[config.mk]
export PLATFORM = sky130hd
export DESIGN_NAME = sfv_ctrl
export DESIGN_NICKNAME = d
export VERILOG_FILES = /design/src/hw/rtl/sfv_pkg.sv /design/src/hw/rtl/sfv_ctrl.sv
export SDC_FILE = /design/constraint.sdc
export NUM_CORES = 1
export LEC_CHECK = 0
export ABC_AREA = 1
export ABC_CLOCK_PERIOD_IN_PS = 1600
export BUFFER_PORTS_ARGS = -buffer_cell sky130_fd_sc_hd__buf_2
export CORE_MARGIN = 2
export CORE_UTILIZATION = 42
export DETAILED_ROUTE_END_ITERATION = 12
export PLACE_DENSITY = 0.67
export SLEW_MARGIN = 20
export SYNTH_ARGS = -nofsm -noshare
export SYNTH_HDL_FRONTEND = slang
export SYNTH_SLANG_ARGS = --single-unit
[constraint.sdc]
create_clock -name clk -period 1.6 [get_ports clk]
set_input_delay 0.08 -clock clk [delete_from_list [all_inputs] [get_ports clk]]
set_output_delay 0.08 -clock clk [all_outputs]
set_load 0.05 [all_outputs]
[src/hw/rtl/sfv_pkg.sv]
// Shared constants, types and codes for the sparse FFT location vote block.
`default_nettype none

package sfv_pkg;

    // Spectrum and bucket geometry
    localparam int SPEC_SIZE  = 8192;
    localparam int BUCKETS    = 128;
    localparam int LOC_W      = $clog2(SPEC_SIZE);
    localparam int BUCKET_W   = SPEC_SIZE / BUCKETS;
    localparam int HALF_W     = BUCKET_W / 2;
    localparam int WALK_CNT_W = (BUCKET_W > 1) ? $clog2(BUCKET_W) : 1;

    // Field widths fixed by the item formats
    localparam int BIN_W    = 7;
    localparam int MULT_W   = 13;
    localparam int COUNT_W  = 4;
    localparam int TOTAL_W  = 14;
    localparam int NUMBER_W = 13;
    localparam int HITLOC_W = 13;

    localparam logic [COUNT_W-1:0] COUNT_SAT  = '1;
    localparam logic [COUNT_W-1:0] THR_RESET  = 4'd6;
    localparam logic [TOTAL_W-1:0] TOTAL_SAT  = '1;

    // Action codes of an input item
    localparam logic ACTION_VOTE  = 1'b0;
    localparam logic ACTION_CLEAR = 1'b1;

    // Controller states
    typedef enum logic [2:0] {
        ST_IDLE,
        ST_CLEAR,
        ST_SETUP,
        ST_WALK,
        ST_DRAIN
    } sfv_state_t;

    // Commands from the controller to the datapath
    typedef struct packed {
        logic             load_item;
        logic             setup;
        logic             issue;
        logic             clear_wr;
        logic [LOC_W-1:0] clear_addr;
        logic             flush;
    } sfv_cmd_t;

    // Status from the datapath to the controller
    typedef struct packed {
        logic stall;
        logic m_busy;
        logic pend_valid;
        logic out_free;
    } sfv_status_t;

endpackage

`default_nettype wire

[src/hw/rtl/sfv_ctrl.sv]
// Controller: sequences clearing sweeps, walk setup, the location walk and the final flush.
`default_nettype none

module sfv_ctrl (
    input  wire logic                  clk,
    input  wire logic                  rst_n,
    input  wire logic                  vote_valid,
    input  wire logic                  vote_action,
    output logic                       vote_ready,
    input  wire sfv_pkg::sfv_status_t  status,
    output sfv_pkg::sfv_cmd_t          cmd
);

    localparam int LOC_W = sfv_pkg::LOC_W;
    localparam int WCW   = sfv_pkg::WALK_CNT_W;

    sfv_pkg::sfv_state_t state_reg;
    sfv_pkg::sfv_state_t state_next;
    logic [LOC_W-1:0]    sweep_reg;
    logic [LOC_W-1:0]    sweep_next;
    logic [WCW-1:0]      walk_cnt_reg;
    logic [WCW-1:0]      walk_cnt_next;

    // State register; reset starts with a clearing sweep
    always_ff @(posedge clk or negedge rst_n)
    begin
        if (!rst_n)
        begin
            state_reg    <= sfv_pkg::ST_CLEAR;
            sweep_reg    <= '0;
            walk_cnt_reg <= '0;
        end
        else
        begin
            state_reg    <= state_next;
            sweep_reg    <= sweep_next;
            walk_cnt_reg <= walk_cnt_next;
        end
    end

    // Next state and commands
    always_comb
    begin
        state_next     = state_reg;
        sweep_next     = sweep_reg;
        walk_cnt_next  = walk_cnt_reg;
        vote_ready     = 1'b0;
        cmd            = '0;
        cmd.clear_addr = sweep_reg;

        unique case (state_reg)
            sfv_pkg::ST_IDLE:
            begin
                vote_ready = 1'b1;
                if (vote_valid)
                begin
                    if (vote_action == sfv_pkg::ACTION_CLEAR)
                    begin
                        sweep_next = '0;
                        state_next = sfv_pkg::ST_CLEAR;
                    end
                    else
                    begin
                        cmd.load_item = 1'b1;
                        state_next    = sfv_pkg::ST_SETUP;
                    end
                end
            end
            sfv_pkg::ST_CLEAR:
            begin
                cmd.clear_wr = 1'b1;
                sweep_next   = sweep_reg + LOC_W'(1);
                if (sweep_reg == LOC_W'(sfv_pkg::SPEC_SIZE - 1))
                begin
                    state_next = sfv_pkg::ST_IDLE;
                end
            end
            sfv_pkg::ST_SETUP:
            begin
                cmd.setup     = 1'b1;
                walk_cnt_next = '0;
                state_next    = sfv_pkg::ST_WALK;
            end
            sfv_pkg::ST_WALK:
            begin
                cmd.issue = 1'b1;
                if (!status.stall)
                begin
                    walk_cnt_next = walk_cnt_reg + WCW'(1);
                    if (walk_cnt_reg == WCW'(sfv_pkg::BUCKET_W - 1))
                    begin
                        state_next = sfv_pkg::ST_DRAIN;
                    end
                end
            end
            sfv_pkg::ST_DRAIN:
            begin
                // Wait for the last location to retire, then release the held hit as last
                if (!status.m_busy)
                begin
                    if (!status.pend_valid)
                    begin
                        state_next = sfv_pkg::ST_IDLE;
                    end
                    else if (status.out_free)
                    begin
                        cmd.flush  = 1'b1;
                        state_next = sfv_pkg::ST_IDLE;
                    end
                end
            end
            default:
            begin
                state_next = sfv_pkg::ST_IDLE;
            end
        endcase
    end

    // Between items the pipe and the pending hit are empty
    a_idle_clean: assert property (@(posedge clk) disable iff (!rst_n)
        (state_reg == sfv_pkg::ST_IDLE) |-> (!status.m_busy && !status.pend_valid))
        else $error("idle with work still in the datapath");

    // The final hit is only released into a free output
    a_flush_ok: assert property (@(posedge clk) disable iff (!rst_n)
        cmd.flush |-> (status.out_free && status.pend_valid))
        else $error("flush without a pending hit or a free output");

    // A stalled walk does not advance its counter
    a_walk_hold: assert property (@(posedge clk) disable iff (!rst_n)
        ((state_reg == sfv_pkg::ST_WALK) && status.stall) |=>
            (walk_cnt_reg == $past(walk_cnt_reg)))
        else $error("walk counter moved during a stall");

endmodule

`default_nettype wire

==> impl_results.rst, run 1 <==
.. list-table::
   :header-rows: 1

   * - Metric
     - Value
   * - Busiest layer in global routing
     - met2
   * - Post-synthesis instance area
     - 0.00139 mm²
   * - Tot GR Track Use
     - 0.183
   * - Max Clock Skew
     - 0.00841 ns
   * - Number of max-slew violations in the final report
     - 0
   * - Layout cell share with drive strength beyond 1
     - 0.278
   * - Remaining antenna violation count
     - 0
   * - Global route overflow
     - 0
   * - Final non-filler cell area
     - 0.00169 mm²
   * - Initial core utilization
     - 0.446
   * - Count of placed standard cells in the final layout, fillers left out
     - 271
   * - Die Width
     - 61.4 µm
   * - Ratio of routed vias to standard cells
     - 5.03
   * - Leak Pwr
     - 0.827 nW
   * - Maximum resistive drop on vdd
     - between 0.7 and 0.8 mV
   * - Total number of H-tree levels
     - 1
   * - Number of global-route vias before repair
     - 1231
   * - Final core utilization
     - 0.544
   * - Post-Syn Instances
     - 192
   * - Most frequent standard cell in the layout excluding fill and tap cells
     - nand2_1
   * - Flip-flop count of the largest register, all copies and words added
     - 13
   * - Total die area
     - 0.00377 mm²
   * - Required time reported for the critical path endpoint
     - roughly 1.5 ns
   * - Area delta synth->final
     - 22.0%
   * - 1st-pass router iterations
     - 4
   * - Clock buffer count from CTS
     - 3
   * - Antenna Cells
     - 0
   * - Commonest cells after routing, fill and taps aside
     - 52 x nand2_1, 24 x nand3_1, 22 x buf_2
   * - Met1 Use GR
     - 0.245
   * - Met3 layer usage reported by global route
     - 0.0252
   * - Latest clock arrival within the worst-skew pair
     - ~0.31 ns
   * - Power Density
     - between 1500 and 2000 mW/mm²
   * - I/O pins
     - 27
   * - Setup total negative slack
     - 0 ns
   * - Number of nets in the layout
     - between 200 and 250
   * - Clock Tree Root
     - clkbuf_4
   * - Final Setup Violations
     - 0
   * - Worst setup SP type
     - flop
   * - Detailed Route Iter0 Violations
     - 87
   * - Clock-pin slew on the worst setup and hold paths
     - 0.13 ns
   * - Global-route wire length before repair
     - 5170 µm
   * - Worst slack at placement
     - around 0.2 ns
   * - DRC errors left
     - 0
   * - Hold slack final
     - around 0.089 ns
   * - Worst Setup Path Type
     - flop to output port
   * - Number of max-cap violations
     - 0
   * - Total Power Consumption
     - between 2 and 3 mW
   * - Sink Count
     - 22
   * - Largest net degree at the start of global routing
     - 23
   * - Status
     - finished clean
   * - Final worst-path cycle share
     - 0.936
   * - Die outline height
     - slightly above 60 µm
   * - Area inside the core boundary
     - 0.00310 mm²
   * - CP Capture Type
     - output port
   * - Data arrival time of the critical path
     - 1.42 ns
   * - Placed cell count
     - 264
   * - Drt total wl
     - 3100 µm
   * - Final Critical Period
     - 1.50 ns
   * - Worst slew pin tran
     - 0.509 ns
   * - # fillers
     - 317
   * - Area used by multi-input combinational logic
     - 741 µm²
   * - Smallest setup slack after layout
     - slightly above 0.1 ns
   * - Antenna violations before repair
     - 0
   * - Area post-placement
     - 0.00160 mm²
   * - YS warnings
     - 0
   * - Gp weighted congestion
     - 0.847
   * - Worst Hold Class
     - input pin to flop
   * - Final HPWL DP
     - 2430 µm
   * - TritonCTS clock tree
     - done
   * - Buffer levels on the longest clock path
     - 2
   * - Routing usage on met2
     - 0.312
   * - Library cells used by synthesis
     - 23
   * - Storage element area
     - about 560 µm²
   * - Seq cells post-synth
     - 22
   * - Number of I/O port buffers
     - 26
   * - Placement Rows
     - 20
   * - Number of hold-slack violations in the final timing report
     - 0
   * - Vias after detailed routing
     - 1364
   * - Final routed wire length divided by cell count
     - 11.5 µm
   * - Largest fanout on the critical path
     - 5
   * - F_max
     - 668 MHz
   * - Relative slew slack
     - 0.661
   * - Share of synthesized area occupied by flip-flops and latches
     - 0.398
   * - Avg Synthesized Cell Area
     - 7.21 µm²
   * - Number of nets in the synthesized netlist
     - 202
==> cell families (layout without fill, tap and decap cells) <==
family	count (synthesis)	count (layout)	synth area share
AO/OA/AOI/OAI	21	21	0.102
XOR/XNOR	3	3	0.0190
adder cells (fa/ha/maj)	2	2	0.0181
buffers and inverters	28	63	0.0822
flip-flops	22	22	0.398
AND/OR/NAND/NOR	116	116	0.380
==> timing repair <==
action	CTS	global route
endpoints found under the setup margin	2	4
gates resized for setup	4	9
setup buffers	0	2
gates cloned	0	0
hold buffers	1	0
hold endpoints to repair	21	0
pin swaps	0	0
==> final timing paths <==
path | from | to | slack (ns) | cells past startpoint
min in group asynchronous | rst_n | sweep_reg[11] | 0.26 | 2
max reg2reg | state_reg[0] | sweep_reg[8] | 0.20 | 7
min | status[2] | state_reg[2] | 0.09 | 5
max in group asynchronous | rst_n | state_reg[0] | 0.97 | 2
min reg2reg | state_reg[0] | state_reg[0] | 0.51 | 2
max | state_reg[0] | cmd[17] | 0.10 | 6
==> cells in the mapped netlist, drive strengths merged <==
library cell / n / area (µm²)
a21oi: 1 / 8.76
buf: 1 / 7.51
dfrtp: 21 / 526
dfstp: 1 / 26.3
ha: 2 / 25.0
inv: 27 / 106
nand2: 56 / 225
nand3: 24 / 120
nand4: 7 / 43.8
nor2: 23 / 93.8
nor3: 5 / 36.3
nor3b: 1 / 7.51
o21ai: 19 / 125
o21bai: 1 / 7.51
xnor2: 1 / 8.76
xor2: 2 / 17.5
==> layer usage <==
layer  wire, µm  vias to the layer above
met5          0                        -
met3        181                        2
met2       1460                       43
li1           -                      697
met4         15                        0
met1       1450                      622
==> critical path, stage by stage, from the launching register on <==
cell     delay [ns]
dfstp_2        0.41
inv_2          0.11
nand2_2        0.11
nor2_4         0.14
inv_2          0.06
nor3_4         0.11
buf_6          0.18
==> where the power goes <==
part	internal (mW)	total [mW]	switching (mW)	leakage, nW
Combinational	0.467	1.67	1.21	0.513
Sequential	0.707	0.871	0.163	0.292
Clock	0.139	0.310	0.172	0.0210
Total	1.31	2.85	1.54	0.827
==> cell type report <==
class / instances / share of cell area
multi-input combinational: 142 / 0.439
sequential: 22 / 0.329
tap: 44 / 0.0326
clock buffer: 4 / 0.0215
inverter: 27 / 0.0630
timing repair buffer: 32 / 0.116
Note: power is estimated with default switching activity, not from simulation.
==> run 2, diff against run 1 <==
- CELL_PAD_IN_SITES_DETAIL_PLACEMENT: default -> 0
- CELL_PAD_IN_SITES_GLOBAL_PLACEMENT: default -> 2
- CORE_ASPECT_RATIO: default -> 1.1
- CORE_UTILIZATION: 42 -> 30
- PLACE_DENSITY: 0.67 -> 0.82
==> run 2 against run 1 <==
Cell count is 4.1% higher. Clock power is 69% higher. Total power is 8.2% higher. First-iteration DRC count is 47% lower. Count of clock-buffer cells in the layout is 1 lower. Sequential cell count stayed put. Critical path depth is 2 lower. Design area is 3.3% higher. Critical path type unchanged. Critical endpoint is now cmd[16].
==> impl_results.rst, run 2 (synthesis results as in run 1) <==
.. list-table::
   :header-rows: 1

   * - Metric
     - Value
   * - Final routed wire length divided by cell count
     - 11.8 µm (was 11.5 µm)
   * - Leak Pwr
     - 0.851 nW (was 0.827 nW)
   * - Setup repair after global routing missed its margin
     - yes
   * - Total die area
     - 0.00518 mm² (was 0.00377 mm²)
   * - Switching power summed over all nets
     - 1.55 mW (was 1.54 mW)
   * - Final worst-path cycle share
     - 0.930 (was 0.936)
   * - Internal Pwr Total
     - 1.54 mW (was 1.31 mW)
   * - Sink Count
     - 22 (unchanged)
   * - Die outline height
     - 75.3 µm (was 61.4 µm)
   * - Final HPWL DP
     - 2590 µm (was 2430 µm)
   * - Clock Tree Root
     - clkbuf_8 (was clkbuf_4)
   * - Worst Hold Class
     - input pin to flop (unchanged)
   * - Maximum cell stage delay along the critical path
     - 0.45 ns (was 0.41 ns)
   * - Startpoint of the worst register-to-register path
     - state_reg[0] (unchanged)
   * - Hold path startpoint
     - status[3] (was status[2])
   * - Worst setup SP type
     - flop (unchanged)
   * - DRC errors left
     - 0 (unchanged)
   * - Max Clock Skew
     - 0.00157 ns (was 0.00841 ns)
   * - Layout cell share with drive strength beyond 1
     - 0.272 (was 0.278)
   * - Worst Setup Path Type
     - flop to output port (unchanged)
   * - Antenna Cells
     - 0 (unchanged)
   * - Remaining antenna violation count
     - 0 (unchanged)
   * - Final core utilization
     - 0.399 (was 0.544)
   * - I/O pins
     - 27 (unchanged)
   * - Global route overflow
     - 0 (unchanged)
   * - Worst-path cell with the longest stage delay
     - dfrtp_1 (was dfstp_2)
   * - Largest net degree at the start of global routing
     - 23 (unchanged)
   * - Detailed Route Iter0 Violations
     - 46 (was 87)
   * - 1st-pass router iterations
     - 4 (unchanged)
   * - Tot GR Track Use
     - 0.149 (was 0.183)
   * - Cell family with the largest share of critical-path delay
     - flip-flops (unchanged)
   * - Area inside the core boundary
     - 0.00438 mm² (was 0.00310 mm²)
   * - Gp weighted congestion
     - 0.751 (was 0.847)
   * - Total buffers and inverters traversed by the critical path
     - 2 (was 3)
   * - Die Width
     - 68.8 µm (was 61.4 µm)
   * - Relative slew slack
     - 0.641 (was 0.661)
   * - Worst slack at placement
     - 0.154 ns (was 0.198 ns)
   * - Final Setup Violations
     - 0 (unchanged)
   * - Required time reported for the critical path endpoint
     - 1.52 ns (about the same)
   * - Buffer levels on the longest clock path
     - 2 (unchanged)
   * - CP Capture Type
     - output port (unchanged)
   * - Clock Power Share
     - 0.170 (was 0.109)
   * - Number of max-slew violations in the final report
     - 0 (unchanged)
   * - Worst slew pin tran
     - 0.539 ns (was 0.509 ns)
   * - Clock-pin slew on the worst setup and hold paths
     - 0.09 ns (was 0.13 ns)
   * - Antenna violations before repair
     - 0 (unchanged)
   * - Placement Rows
     - 25 (was 20)
   * - F_max
     - 672 MHz (was 668 MHz)
   * - Data arrival time of the critical path
     - 1.41 ns (was 1.42 ns)
   * - Maximum resistive drop on vdd
     - 0.604 mV (was 0.798 mV)
   * - Number of max-cap violations
     - 0 (unchanged)
   * - Smallest setup slack after layout
     - 0.112 ns (was 0.103 ns)
   * - Number of hold-slack violations in the final timing report
     - 0 (unchanged)
   * - List of cells traversed by the critical path
     - inv_1 -> nand2_1 -> nor2_2 -> buf_4 (was inv_2 -> nand2_2 -> nor2_4 -> inv_2 -> nor3_4 -> buf_6)
   * - Drt total wl
     - 3320 µm (was 3100 µm)
   * - Startpoint of the most critical setup path
     - state_reg[2] (was state_reg[0])
   * - Global-route wire length before repair
     - 5770 µm (was 5170 µm)
   * - Most frequent standard cell in the layout excluding fill and tap cells
     - nand2_1 (unchanged)
   * - Number of global-route vias before repair
     - 1275 (was 1231)
   * - Net switching share of the total power
     - 0.502 (was 0.540)
   * - Initial core utilization
     - 0.316 (was 0.446)
   * - Clock buffer count from CTS
     - 3 (unchanged)
   * - Ratio of routed vias to standard cells
     - 4.67 (was 5.03)
   * - Power Density
     - 1770 mW/mm² (was 1690 mW/mm²)
   * - Sequential Power Share
     - 0.278 (was 0.305)
   * - Total number of H-tree levels
     - 1 (unchanged)
   * - Number of I/O port buffers
     - 26 (unchanged)
   * - Status
     - finished clean (unchanged)
   * - Vias after detailed routing
     - 1318 (was 1364)
   * - Area delta synth->final
     - 26.0% (was 22.0%)
   * - Largest fanout on the critical path
     - 4 (was 5)
   * - Combinational power share
     - 0.552 (was 0.586)
   * - Number of nets in the layout
     - 239 (was 238)
   * - Flip-flop count of the largest register, all copies and words added
     - 13 (unchanged)
   * - Final Critical Period
     - 1.49 ns (was 1.50 ns)
   * - Latest clock arrival within the worst-skew pair
     - 0.26 ns (was 0.31 ns)
   * - TritonCTS clock tree
     - done (unchanged)
   * - Commonest cells after routing, fill and taps aside
     - 52 x nand2_1, 24 x nand3_1, 22 x inv_1, 22 x buf_2, 20 x nor2_1 (was 52 x nand2_1, 24 x nand3_1, 22 x buf_2)
   * - # fillers
     - 481 (was 317)
-- run 2: timing repair --
item / 4_1_cts / 5_1_grt
resized for setup: 2 / 8
pin swaps: 1 / 1
hold buffers: 1 / 0
setup buffers: 1 / 1
hold endpoints to repair: 21 / 0
cloned: 0 / 0
setup endpoints to repair: 1 / 16
-- run 2: tightest hold or removal path, cell delays in order --
cell and delay (ns):
buf_2 0.11, nor3_1 0.06, nor2_1 0.08, nor3b_1 0.05
-- run 2: layer usage --
layer,up-vias,track usage,wire length (µm)
met5,-,0,0
met4,0,0.0327,12
met3,2,0.0179,123
met2,17,0.254,1680
met1,604,0.203,1500
li1,695,-,-
-- run 2: cell type report --
cell class | count | area, µm² | share of cell area
clock buffer | 3 | 41.3 | 0.0237
clock inverter | 1 | 30.0 | 0.0172
inverter | 27 | 106 | 0.0609
multi-input combinational | 142 | 731 | 0.419
sequential | 22 | 554 | 0.318
tap | 54 | 67.6 | 0.0387
timing repair buffer | 33 | 215 | 0.123
-- run 2: final timing paths --
kind	end	slack (ns)	cells past startpoint
setup / recovery	cmd[16]	0.11	4
hold / removal	walk_cnt_reg[4]	0.15	4
setup reg to reg	sweep_reg[4]	0.16	8
hold reg to reg	sweep_reg[1]	0.52	2
max in group asynchronous	sweep_reg[0]	0.89	2
min in group asynchronous	sweep_reg[9]	0.32	2
-- run 2: power by group through the flow --
stage | clock network [mW] | logic, mW | registers [mW]
floorplan | 0 | 0.934 | 1.15
global placement | 0 | 1.64 | 0.885
detailed placement | 0 | 1.64 | 0.879
CTS | 0.545 | 1.69 | 0.868
global route | 0.573 | 1.88 | 0.886
finish | 0.525 | 1.70 | 0.859
-- run 2: per-stage QoR --
| step | hold slack, ns | TNS [ns] | power [mW] | cells | instance area [µm²] |
|---|---|---|---|---|---|
| floorplan | -0.216 | -0.265 | 2.08 | 192 | 1400 |
| global placement | 0.0970 | 0 | 2.53 | 275 | 1630 |
| detailed placement | 0.0951 | 0 | 2.52 | 275 | 1630 |
| CTS | 0.143 | 0 | 3.10 | 281 | 1730 |
| global route | 0.172 | -0.000464 | 3.34 | 282 | 1750 |
| finish | 0.149 | 0 | 3.09 | 282 | 1750 |
